File: config.mk
export PLATFORM = sky130hd
export DESIGN_NAME = ddo_ctrl
export DESIGN_NICKNAME = d
export VERILOG_FILES = /design/src/rtl/ddo_pkg.sv /design/src/rtl/ddo_ctrl.sv
export SDC_FILE = /design/constraint.sdc
export NUM_CORES = 1
export LEC_CHECK = 0
export ABC_CLOCK_PERIOD_IN_PS = 2200
export BUFFER_PORTS_ARGS = -buffer_cell sky130_fd_sc_hd__buf_2
export CORE_MARGIN = 5
export CORE_UTILIZATION = 40
export DETAILED_ROUTE_END_ITERATION = 10
export SYNTH_ARGS = -nofsm -noshare
export SYNTH_HDL_FRONTEND = slang
export SYNTH_SLANG_ARGS = --single-unit
File: constraint.sdc
create_clock -name clk -period 2.2 [get_ports clk]
set_clock_uncertainty 0.15 [all_clocks]
set_input_delay 0.11 -clock clk [delete_from_list [all_inputs] [get_ports clk]]
set_output_delay 0.11 -clock clk [all_outputs]
set_load 0.05 [all_outputs]
File: src/rtl/ddo_pkg.sv
// Shared types, constants and tables for the differential drive odometry block.
package ddo_pkg;

  localparam int DDO_CORDIC_STEPS   = 20;
  localparam int DDO_POSITION_BITS  = 48;

  localparam logic [23:0] DPC_RESET = 24'd41177;
  localparam logic [23:0] IBW_RESET = 24'd131072;
  localparam logic [23:0] IP_RESET  = 24'd655360;

  localparam logic [31:0] BAM_PER_RAD = 32'd683565276;
  localparam int          CORDIC_GAIN = 652032874;
  localparam int          ONE_Q30     = 1073741824;

  typedef enum logic [1:0] {
    REG_DPC = 2'd0,
    REG_IBW = 2'd1,
    REG_IP  = 2'd2
  } ddo_reg_t;

  typedef struct packed {
    logic signed [31:0] left_count;
    logic signed [31:0] right_count;
  } ddo_in_t;

  typedef struct packed {
    logic signed [47:0] pos_x;
    logic signed [47:0] pos_y;
    logic        [31:0] heading;
    logic signed [31:0] quat_z;
    logic signed [31:0] quat_w;
    logic signed [31:0] linear_rate;
    logic signed [31:0] angular_rate;
  } ddo_out_t;

  typedef enum logic [3:0] {
    OP_NONE,
    OP_LOAD,
    OP_DIST_L,
    OP_DIST_R,
    OP_SUMDIFF,
    OP_CINIT,
    OP_CITER,
    OP_CFIN,
    OP_MUL,
    OP_MOVE_X,
    OP_MOVE_Y,
    OP_SAVE_P,
    OP_HEAD,
    OP_LIN,
    OP_ANG,
    OP_EMIT
  } ddo_op_t;

  typedef enum logic [1:0] {
    A_SUM,
    A_DIFF,
    A_P,
    A_HQ
  } ddo_asel_t;

  typedef enum logic [2:0] {
    B_COS,
    B_SIN,
    B_IBW,
    B_BAM,
    B_IP
  } ddo_bsel_t;

  typedef struct packed {
    ddo_op_t    op;
    ddo_asel_t  a_sel;
    ddo_bsel_t  b_sel;
    logic [1:0] chunk;
    logic       clear;
    logic       cnew;
    logic [4:0] step;
  } ddo_cmd_t;

  typedef struct packed {
    logic slot_free;
  } ddo_status_t;

  typedef enum logic [4:0] {
    S_IDLE,
    S_DL,
    S_DR,
    S_SUMDIFF,
    S_C1_INIT,
    S_C1_ITER,
    S_C1_FIN,
    S_MX0,
    S_MX1,
    S_MOVEX,
    S_MY0,
    S_MY1,
    S_MOVEY,
    S_P0,
    S_P1,
    S_SAVEP,
    S_H0,
    S_H1,
    S_HEAD,
    S_L0,
    S_L1,
    S_LIN,
    S_A0,
    S_A1,
    S_A2,
    S_ANG,
    S_C2_INIT,
    S_C2_ITER,
    S_C2_FIN,
    S_EMIT
  } ddo_state_t;

  // arctan(2^-i) as a binary angle, 2^32 per turn
  function automatic logic [31:0] atan_bam(input logic [4:0] i);
    logic [31:0] r;
    case (i)
      5'd0:  r = 32'd536870912;
      5'd1:  r = 32'd316933406;
      5'd2:  r = 32'd167458907;
      5'd3:  r = 32'd85004756;
      5'd4:  r = 32'd42667331;
      5'd5:  r = 32'd21354465;
      5'd6:  r = 32'd10679838;
      5'd7:  r = 32'd5340245;
      5'd8:  r = 32'd2670163;
      5'd9:  r = 32'd1335087;
      5'd10: r = 32'd667544;
      5'd11: r = 32'd333772;
      5'd12: r = 32'd166886;
      5'd13: r = 32'd83443;
      5'd14: r = 32'd41722;
      5'd15: r = 32'd20861;
      5'd16: r = 32'd10430;
      5'd17: r = 32'd5215;
      5'd18: r = 32'd2608;
      5'd19: r = 32'd1304;
      5'd20: r = 32'd652;
      5'd21: r = 32'd326;
      5'd22: r = 32'd163;
      5'd23: r = 32'd81;
      5'd24: r = 32'd41;
      5'd25: r = 32'd20;
      5'd26: r = 32'd10;
      5'd27: r = 32'd5;
      5'd28: r = 32'd3;
      5'd29: r = 32'd1;
      5'd30: r = 32'd1;
      default: r = 32'd0;
    endcase
    return r;
  endfunction

endpackage

File: src/rtl/ddo_ctrl.sv
// Sequencer for the odometry update: walks the datapath through each step.
module ddo_ctrl import ddo_pkg::*; #(
  parameter int CORDIC_STEPS = DDO_CORDIC_STEPS
) (
  input  logic        clk,
  input  logic        rst,
  input  logic        sample_valid,
  output logic        sample_stall,
  input  ddo_status_t status,
  output ddo_cmd_t    cmd
);

  localparam int CNT_W = $clog2(CORDIC_STEPS);

  ddo_state_t       state, state_next;
  logic [CNT_W-1:0] cnt, cnt_next;
  logic             last_step;

  assign last_step    = (cnt == CNT_W'(CORDIC_STEPS - 1));
  assign sample_stall = (state != S_IDLE);

  always_ff @(posedge clk) begin
    if (rst) begin
      state <= S_IDLE;
      cnt   <= '0;
    end else begin
      state <= state_next;
      cnt   <= cnt_next;
    end
  end

  always_comb begin
    state_next = state;
    cnt_next   = cnt;
    cmd        = '{op: OP_NONE, a_sel: A_SUM, b_sel: B_COS, chunk: 2'd0,
                   clear: 1'b0, cnew: 1'b0, step: 5'(cnt)};
    unique case (state)
      S_IDLE: begin
        if (sample_valid) begin
          cmd.op     = OP_LOAD;
          state_next = S_DL;
        end
      end
      S_DL: begin
        cmd.op = OP_DIST_L; state_next = S_DR;
      end
      S_DR: begin
        cmd.op = OP_DIST_R; state_next = S_SUMDIFF;
      end
      S_SUMDIFF: begin
        cmd.op = OP_SUMDIFF; state_next = S_C1_INIT;
      end
      S_C1_INIT: begin
        cmd.op = OP_CINIT; cnt_next = '0; state_next = S_C1_ITER;
      end
      S_C1_ITER: begin
        cmd.op = OP_CITER;
        if (last_step) begin
          cnt_next = '0; state_next = S_C1_FIN;
        end else begin
          cnt_next = cnt + 1'b1;
        end
      end
      S_C1_FIN: begin
        cmd.op = OP_CFIN; state_next = S_MX0;
      end
      S_MX0: begin
        cmd.op = OP_MUL; cmd.a_sel = A_SUM; cmd.b_sel = B_COS; cmd.clear = 1'b1;
        state_next = S_MX1;
      end
      S_MX1: begin
        cmd.op = OP_MUL; cmd.a_sel = A_SUM; cmd.b_sel = B_COS; cmd.chunk = 2'd1;
        state_next = S_MOVEX;
      end
      S_MOVEX: begin
        cmd.op = OP_MOVE_X; state_next = S_MY0;
      end
      S_MY0: begin
        cmd.op = OP_MUL; cmd.a_sel = A_SUM; cmd.b_sel = B_SIN; cmd.clear = 1'b1;
        state_next = S_MY1;
      end
      S_MY1: begin
        cmd.op = OP_MUL; cmd.a_sel = A_SUM; cmd.b_sel = B_SIN; cmd.chunk = 2'd1;
        state_next = S_MOVEY;
      end
      S_MOVEY: begin
        cmd.op = OP_MOVE_Y; state_next = S_P0;
      end
      S_P0: begin
        cmd.op = OP_MUL; cmd.a_sel = A_DIFF; cmd.b_sel = B_IBW; cmd.clear = 1'b1;
        state_next = S_P1;
      end
      S_P1: begin
        cmd.op = OP_MUL; cmd.a_sel = A_DIFF; cmd.b_sel = B_IBW; cmd.chunk = 2'd1;
        state_next = S_SAVEP;
      end
      S_SAVEP: begin
        cmd.op = OP_SAVE_P; state_next = S_H0;
      end
      S_H0: begin
        cmd.op = OP_MUL; cmd.a_sel = A_HQ; cmd.b_sel = B_BAM; cmd.clear = 1'b1;
        state_next = S_H1;
      end
      S_H1: begin
        cmd.op = OP_MUL; cmd.a_sel = A_HQ; cmd.b_sel = B_BAM; cmd.chunk = 2'd1;
        state_next = S_HEAD;
      end
      S_HEAD: begin
        cmd.op = OP_HEAD; state_next = S_L0;
      end
      S_L0: begin
        cmd.op = OP_MUL; cmd.a_sel = A_SUM; cmd.b_sel = B_IP; cmd.clear = 1'b1;
        state_next = S_L1;
      end
      S_L1: begin
        cmd.op = OP_MUL; cmd.a_sel = A_SUM; cmd.b_sel = B_IP; cmd.chunk = 2'd1;
        state_next = S_LIN;
      end
      S_LIN: begin
        cmd.op = OP_LIN; state_next = S_A0;
      end
      S_A0: begin
        cmd.op = OP_MUL; cmd.a_sel = A_P; cmd.b_sel = B_IP; cmd.clear = 1'b1;
        state_next = S_A1;
      end
      S_A1: begin
        cmd.op = OP_MUL; cmd.a_sel = A_P; cmd.b_sel = B_IP; cmd.chunk = 2'd1;
        state_next = S_A2;
      end
      S_A2: begin
        cmd.op = OP_MUL; cmd.a_sel = A_P; cmd.b_sel = B_IP; cmd.chunk = 2'd2;
        state_next = S_ANG;
      end
      S_ANG: begin
        cmd.op = OP_ANG; state_next = S_C2_INIT;
      end
      S_C2_INIT: begin
        cmd.op = OP_CINIT; cmd.cnew = 1'b1; cnt_next = '0; state_next = S_C2_ITER;
      end
      S_C2_ITER: begin
        cmd.op = OP_CITER;
        if (last_step) begin
          cnt_next = '0; state_next = S_C2_FIN;
        end else begin
          cnt_next = cnt + 1'b1;
        end
      end
      S_C2_FIN: begin
        cmd.op = OP_CFIN; state_next = S_EMIT;
      end
      S_EMIT: begin
        if (status.slot_free) begin
          cmd.op = OP_EMIT; state_next = S_IDLE;
        end
      end
      default: state_next = S_IDLE;
    endcase
  end

endmodule

Word-level counts from Yosys, hierarchy flattened
Cells that the tools add are included.

cells by class
  add/subtract/negate cells = 1
  multipliers = 0
  div/mod/pow operators = 0
  $lt $le $gt $ge = 0
  equality and inequality tests = 34
  shift operators = 0
  muxes and demuxes = 14
  bitwise operators = 0
  reduce and logical (&&, ||, !) cells = 15

operators with widths
  operator                                                          count
  5-bit case mux with 30 select lines                               1
  5-bit == test (second input constant)                             15
  4-bit case mux with 15 select lines                               1
  5-bit by 4-bit == test with 1-bit output (second input constant)  8
  5-bit 2-to-1 mux                                                  5
  5-bit case mux with 5 select lines                                1
  5-bit by 3-bit == test with 1-bit output (second input constant)  4
  2-bit OR reduction                                                7
  13-bit OR reduction                                               1
  6-bit OR reduction                                                2
  5-bit by 2-bit == test with 1-bit output (second input constant)  2
  5-bit case mux with 2 select lines                                1
  2-bit inequality test (second input constant)                     4
  5-bit by 1-bit adder with 5-bit output (second input constant)    1
  5-bit by 1-bit == test with 1-bit output (second input constant)  1
  5-bit logical NOT                                                 1
  5-bit nonzero test                                                1
  4-bit 2-to-1 mux                                                  1
  2-bit case mux with 2 select lines                                1
  4-bit AND reduction                                               1
  1-bit 2-to-1 mux                                                  3
  3-bit OR reduction                                                1
  2-bit nonzero test                                                1

storage, ports and cells
  register bits = 10
  latch bits = 0
  bits in writable memories = 0
  ROM bits = 0
  bits of input ports = 4
  memories = 0

Depth between registers and ports, before layout
  word-level depth = 3
  mapped depth = 6
  gate-level depth less buffers = 5

Worst setup path before layout
No wires, ideal clock.

  path type = reg2out
  start = register state[1]
  end = output port cmd[14] in the netlist's numbering
  arrival time = 2.533 ns
  required time = 1.940 ns
  setup slack = -0.593 ns
  cell stages (with the launch flop) = 6
  path buffers = 2
  cells stage by stage = dfxtp_1 -> buf_2 -> buf_2 -> nand2_1 -> nor3_1 -> nand3b_1

RTL lines
  item                    line            text
  from (decl)             ddo_ctrl.sv:15  ddo_state_t state, state_next;
  from (signal assigned)  ddo_ctrl.sv:27  state <= state_next;
  to (decl)               ddo_ctrl.sv:10  output ddo_cmd_t cmd

==> run summary <==
Outcome - complete, no violations
Chip Width - 62.26 µm
Area of placed instances - 1239 µm²
Detailed-routed wire length on met3 - 146 µm
Slew @ Worst Pin - 0.4017 ns
Share of the synthesized area in compound gates (AO/OA/AOI/OAI) - 37.11%
Final routed DRC violation total - 0
Wire length on met2 - 1.431 mm
Number of iterations in the first detailed-routing pass - 4
Area fraction of the dominant cell type after synthesis - 18.33%
Worst supply voltage drop on vdd - 0.001023 V
Critical-path cell with the highest stage delay - dfxtp_2
Setup repair after global routing missed its margin - false
NetSw - 0.001161 W
Number of DRC violations after detailed-routing iteration 0 - 51
IO Pins - 23
Relative contribution of sequential cells to total power - 16.6%
Post-CTS Setup Bufs - 0
Cell Pwr Density - 1483 nW/µm²
DPL Wire Length - 2.355 mm
Commonest non-fill, non-tap cell in the layout - buf_2
WL per Instance - 15.03 µm
Distinct cell type count after synthesis - 48
Met1 routed wirelength after detailed routing - 1.442 mm
Filler Cells Inserted - 287
Number of nets in the layout - 178
Internal power of the cells - 0.0007616 W
Number of non-filler instances in the completed layout - 203
Yosys warning count - 0
Synthesized Nets - 156
Max_slew headroom - 73.11%
Vias per cell - 5.897
Final total negative setup slack - 0 ns
Worst min-delay path category - in2reg
Leading post-synthesis cells by cell area - dfxtp_1, a21oi_1, nor2_1
Total of max-cap violations - 0
Layout Cell Area excl Fill - 1296 µm²
Diode count - 0
Cell Rows - 19
Wire length of the first global-routing pass - 5.244 mm
Final hold vios - 0
Top routing layer used - met4
Xor and xnor area share after synthesis - 1.604%
Global-route usage over all layers - 15.81%
# placed instances - 198
Combinational cell fraction of total power - 74.7%
Share of flip-flops with an asynchronous set or reset after synthesis - 0%
Gr ovfl total - 0
Flip-flop and latch count after synthesis - 10
Sequential element share of the synthesized area - 18.33%
Min cycle time layout - 2.069 ns
Inserted Clock Buffers - 3
Clock insertion delay at the later pin of the skew report - 0.27 ns
Sink count of the clock tree - 10
Required time worst endpoint - 1.94 ns
Initial Util - 40.66%
Share of the clock period used by the worst path - 94.03%
Biggest area consumer among synthesized cells - dfxtp_1
Post-synthesis adder-cell area fraction - 1.145%
Number of enable flip-flop cells after synthesis - 0
Cell at the root of the clock tree - clkbuf_4
Layout cell share with drive strength beyond 1 - 27.33%
Slowest cell delay on critical path - 0.45 ns
Cell Chain, Critical Path - buf_4, xor2_2, a22oi_1, o21ai_1, buf_2
Port Buf Inserts - 22
Combinational family with the most area after synthesis - compound AO/OA/AOI/OAI gates
Final GP Congestion - 0.9013
Vias in the first global route - 1136
Mean Syn Cell Area - 7.234 µm²
Clock tree from TritonCTS - done
Antenna violation net count after detailed routing - 0
Dominant register cell in the synthesized netlist - dfxtp_1
Post-Syn Instances - 151
Number of vias in the routed layout - 1197
Htree depth - 1
Placeable core region - 2686 µm²
Die outline height - 62.26 µm
Basic-gate share of the synthesized area counting and, or, nand and nor cells - 30.93%
Mapped cell area - 1092 µm²
Arrival time of data at the critical path endpoint - 1.81 ns
Multiplexer fraction of the synthesized cell area - 1.833%
Type of destination of the critical path - primary output
Part of the power in the clock network - 8.7%
Max-slew violation total from the final report - 0
Most frequent cells in the layout - buf_2, nor2_1, a21oi_1
Post-route core utilization - 48.25%
Synthesis-to-finish area growth - 18.67%
Fmax - 483.4 MHz
Nature of the critical path startpoint - flip-flop
Final-report setup violation count - 0
Pin count of the biggest net entering global routing - 19
Buffers from clock root to sink, at most - 2
Final Routed Wirelength - 3.051 mm
Reg clk slew, reported paths - 0.07 ns
Initial antenna violation count - 0
P_leak - 0.5249 nW
Die outline area - 3876 µm²
Top fanout value on the critical path - 14
Final Total Pwr - 0.001923 W
Worst setup path category - reg2out
Switch share - 60.39%
per-stage QoR:
stage                     setup WS (ns)  hold WS, ns
after CTS                      0.009777       0.2506
after floorplan                 -0.1334       0.2624
after global placement           0.2712       0.2609
after detailed placement         0.1967       0.2708
after global routing           0.005383       0.3290
final                            0.1314       0.2556
cells by family (layout without fill, tap and decap cells):
group                    count (synthesis)  in the layout
AO/OA/AOI/OAI                           58             58
AND/OR/NAND/NOR                         58             58
buffers and inverters                   20             41
flip-flops                              10             10
XOR/XNOR                                 2              2
multiplexers                             2              2
adder cells (fa/ha/maj)                  1              1
critical path: cells and delay by family (launching register included):
family,cells,cell delay (ns)
buffers and inverters,2,0.56
DFF,1,0.45
AOI/OAI and AO/OA,2,0.27
xor gates and xnor gates,1,0.26
Yosys cell counts, drive strengths merged, types with 2 or more instances:
cell / n
dfxtp: 10
nand2: 9
o21ai: 11
mux2i: 2
a22oi: 2
nand3: 2
buf: 9
o22ai: 3
a21oi: 15
nor2: 16
nand2b: 7
nor2b: 2
o211ai: 2
clkbuf: 6
nor3: 7
and2: 3
nand3b: 4
a32oi: 2
a31oi: 3
a311oi: 4
xor2: 2
or3: 2
a211oi: 4
inv: 5
routing by layer:
layer	vias to the layer above	global-route usage [%]
li1	608	-
met1	549	21.36
met2	35	25.78
met3	5	2.523
met4	0	4.509
met5	-	0
power groups by stage:
| stage | clock (W) | combinational (W) | sequential [W] |
|---|---|---|---|
| floorplan | 0 | 0.00117 | 0.000266 |
| global placement | 0 | 0.00140 | 0.000316 |
| detailed placement | 0 | 0.00142 | 0.000316 |
| CTS | 0.000175 | 0.00144 | 0.000315 |
| global route | 0.000182 | 0.00155 | 0.000329 |
| finish | 0.000167 | 0.00144 | 0.000319 |
registers in the layout, indices dropped and copies added, names as in the netlist:
| register | cells |
|---|---|
| cnt | 5 |
| state | 5 |
final cells by class:
type | instances | area (µm²) | area share [%]
Timing Repair Buffer | 32 | 187.7 | 14.48
Multi-Input combinational cell | 121 | 810.8 | 62.55
Inverter | 5 | 18.77 | 1.448
Tap cell | 31 | 38.79 | 2.992
Sequential cell | 10 | 203.9 | 15.73
Clock buffer | 4 | 36.28 | 2.799
final timing paths:
path           startpoint        to  slack (ns)  cells after the start
max              state[0]   cmd[15]        0.13                      5
min          sample_valid  state[3]        0.26                      5
max reg2reg      state[0]  state[1]        0.27                      5
min reg2reg        cnt[1]    cnt[1]        0.36                      2
timing repair:
| item | in CTS | in global routing |
|---|---|---|
| endpoints found under the hold margin | 7 | 0 |
| endpoints found under the setup margin | 5 | 5 |
| hold buffers | 1 | 0 |
| gates resized for setup | 3 | 1 |
(Power assumes the default switching activity.)
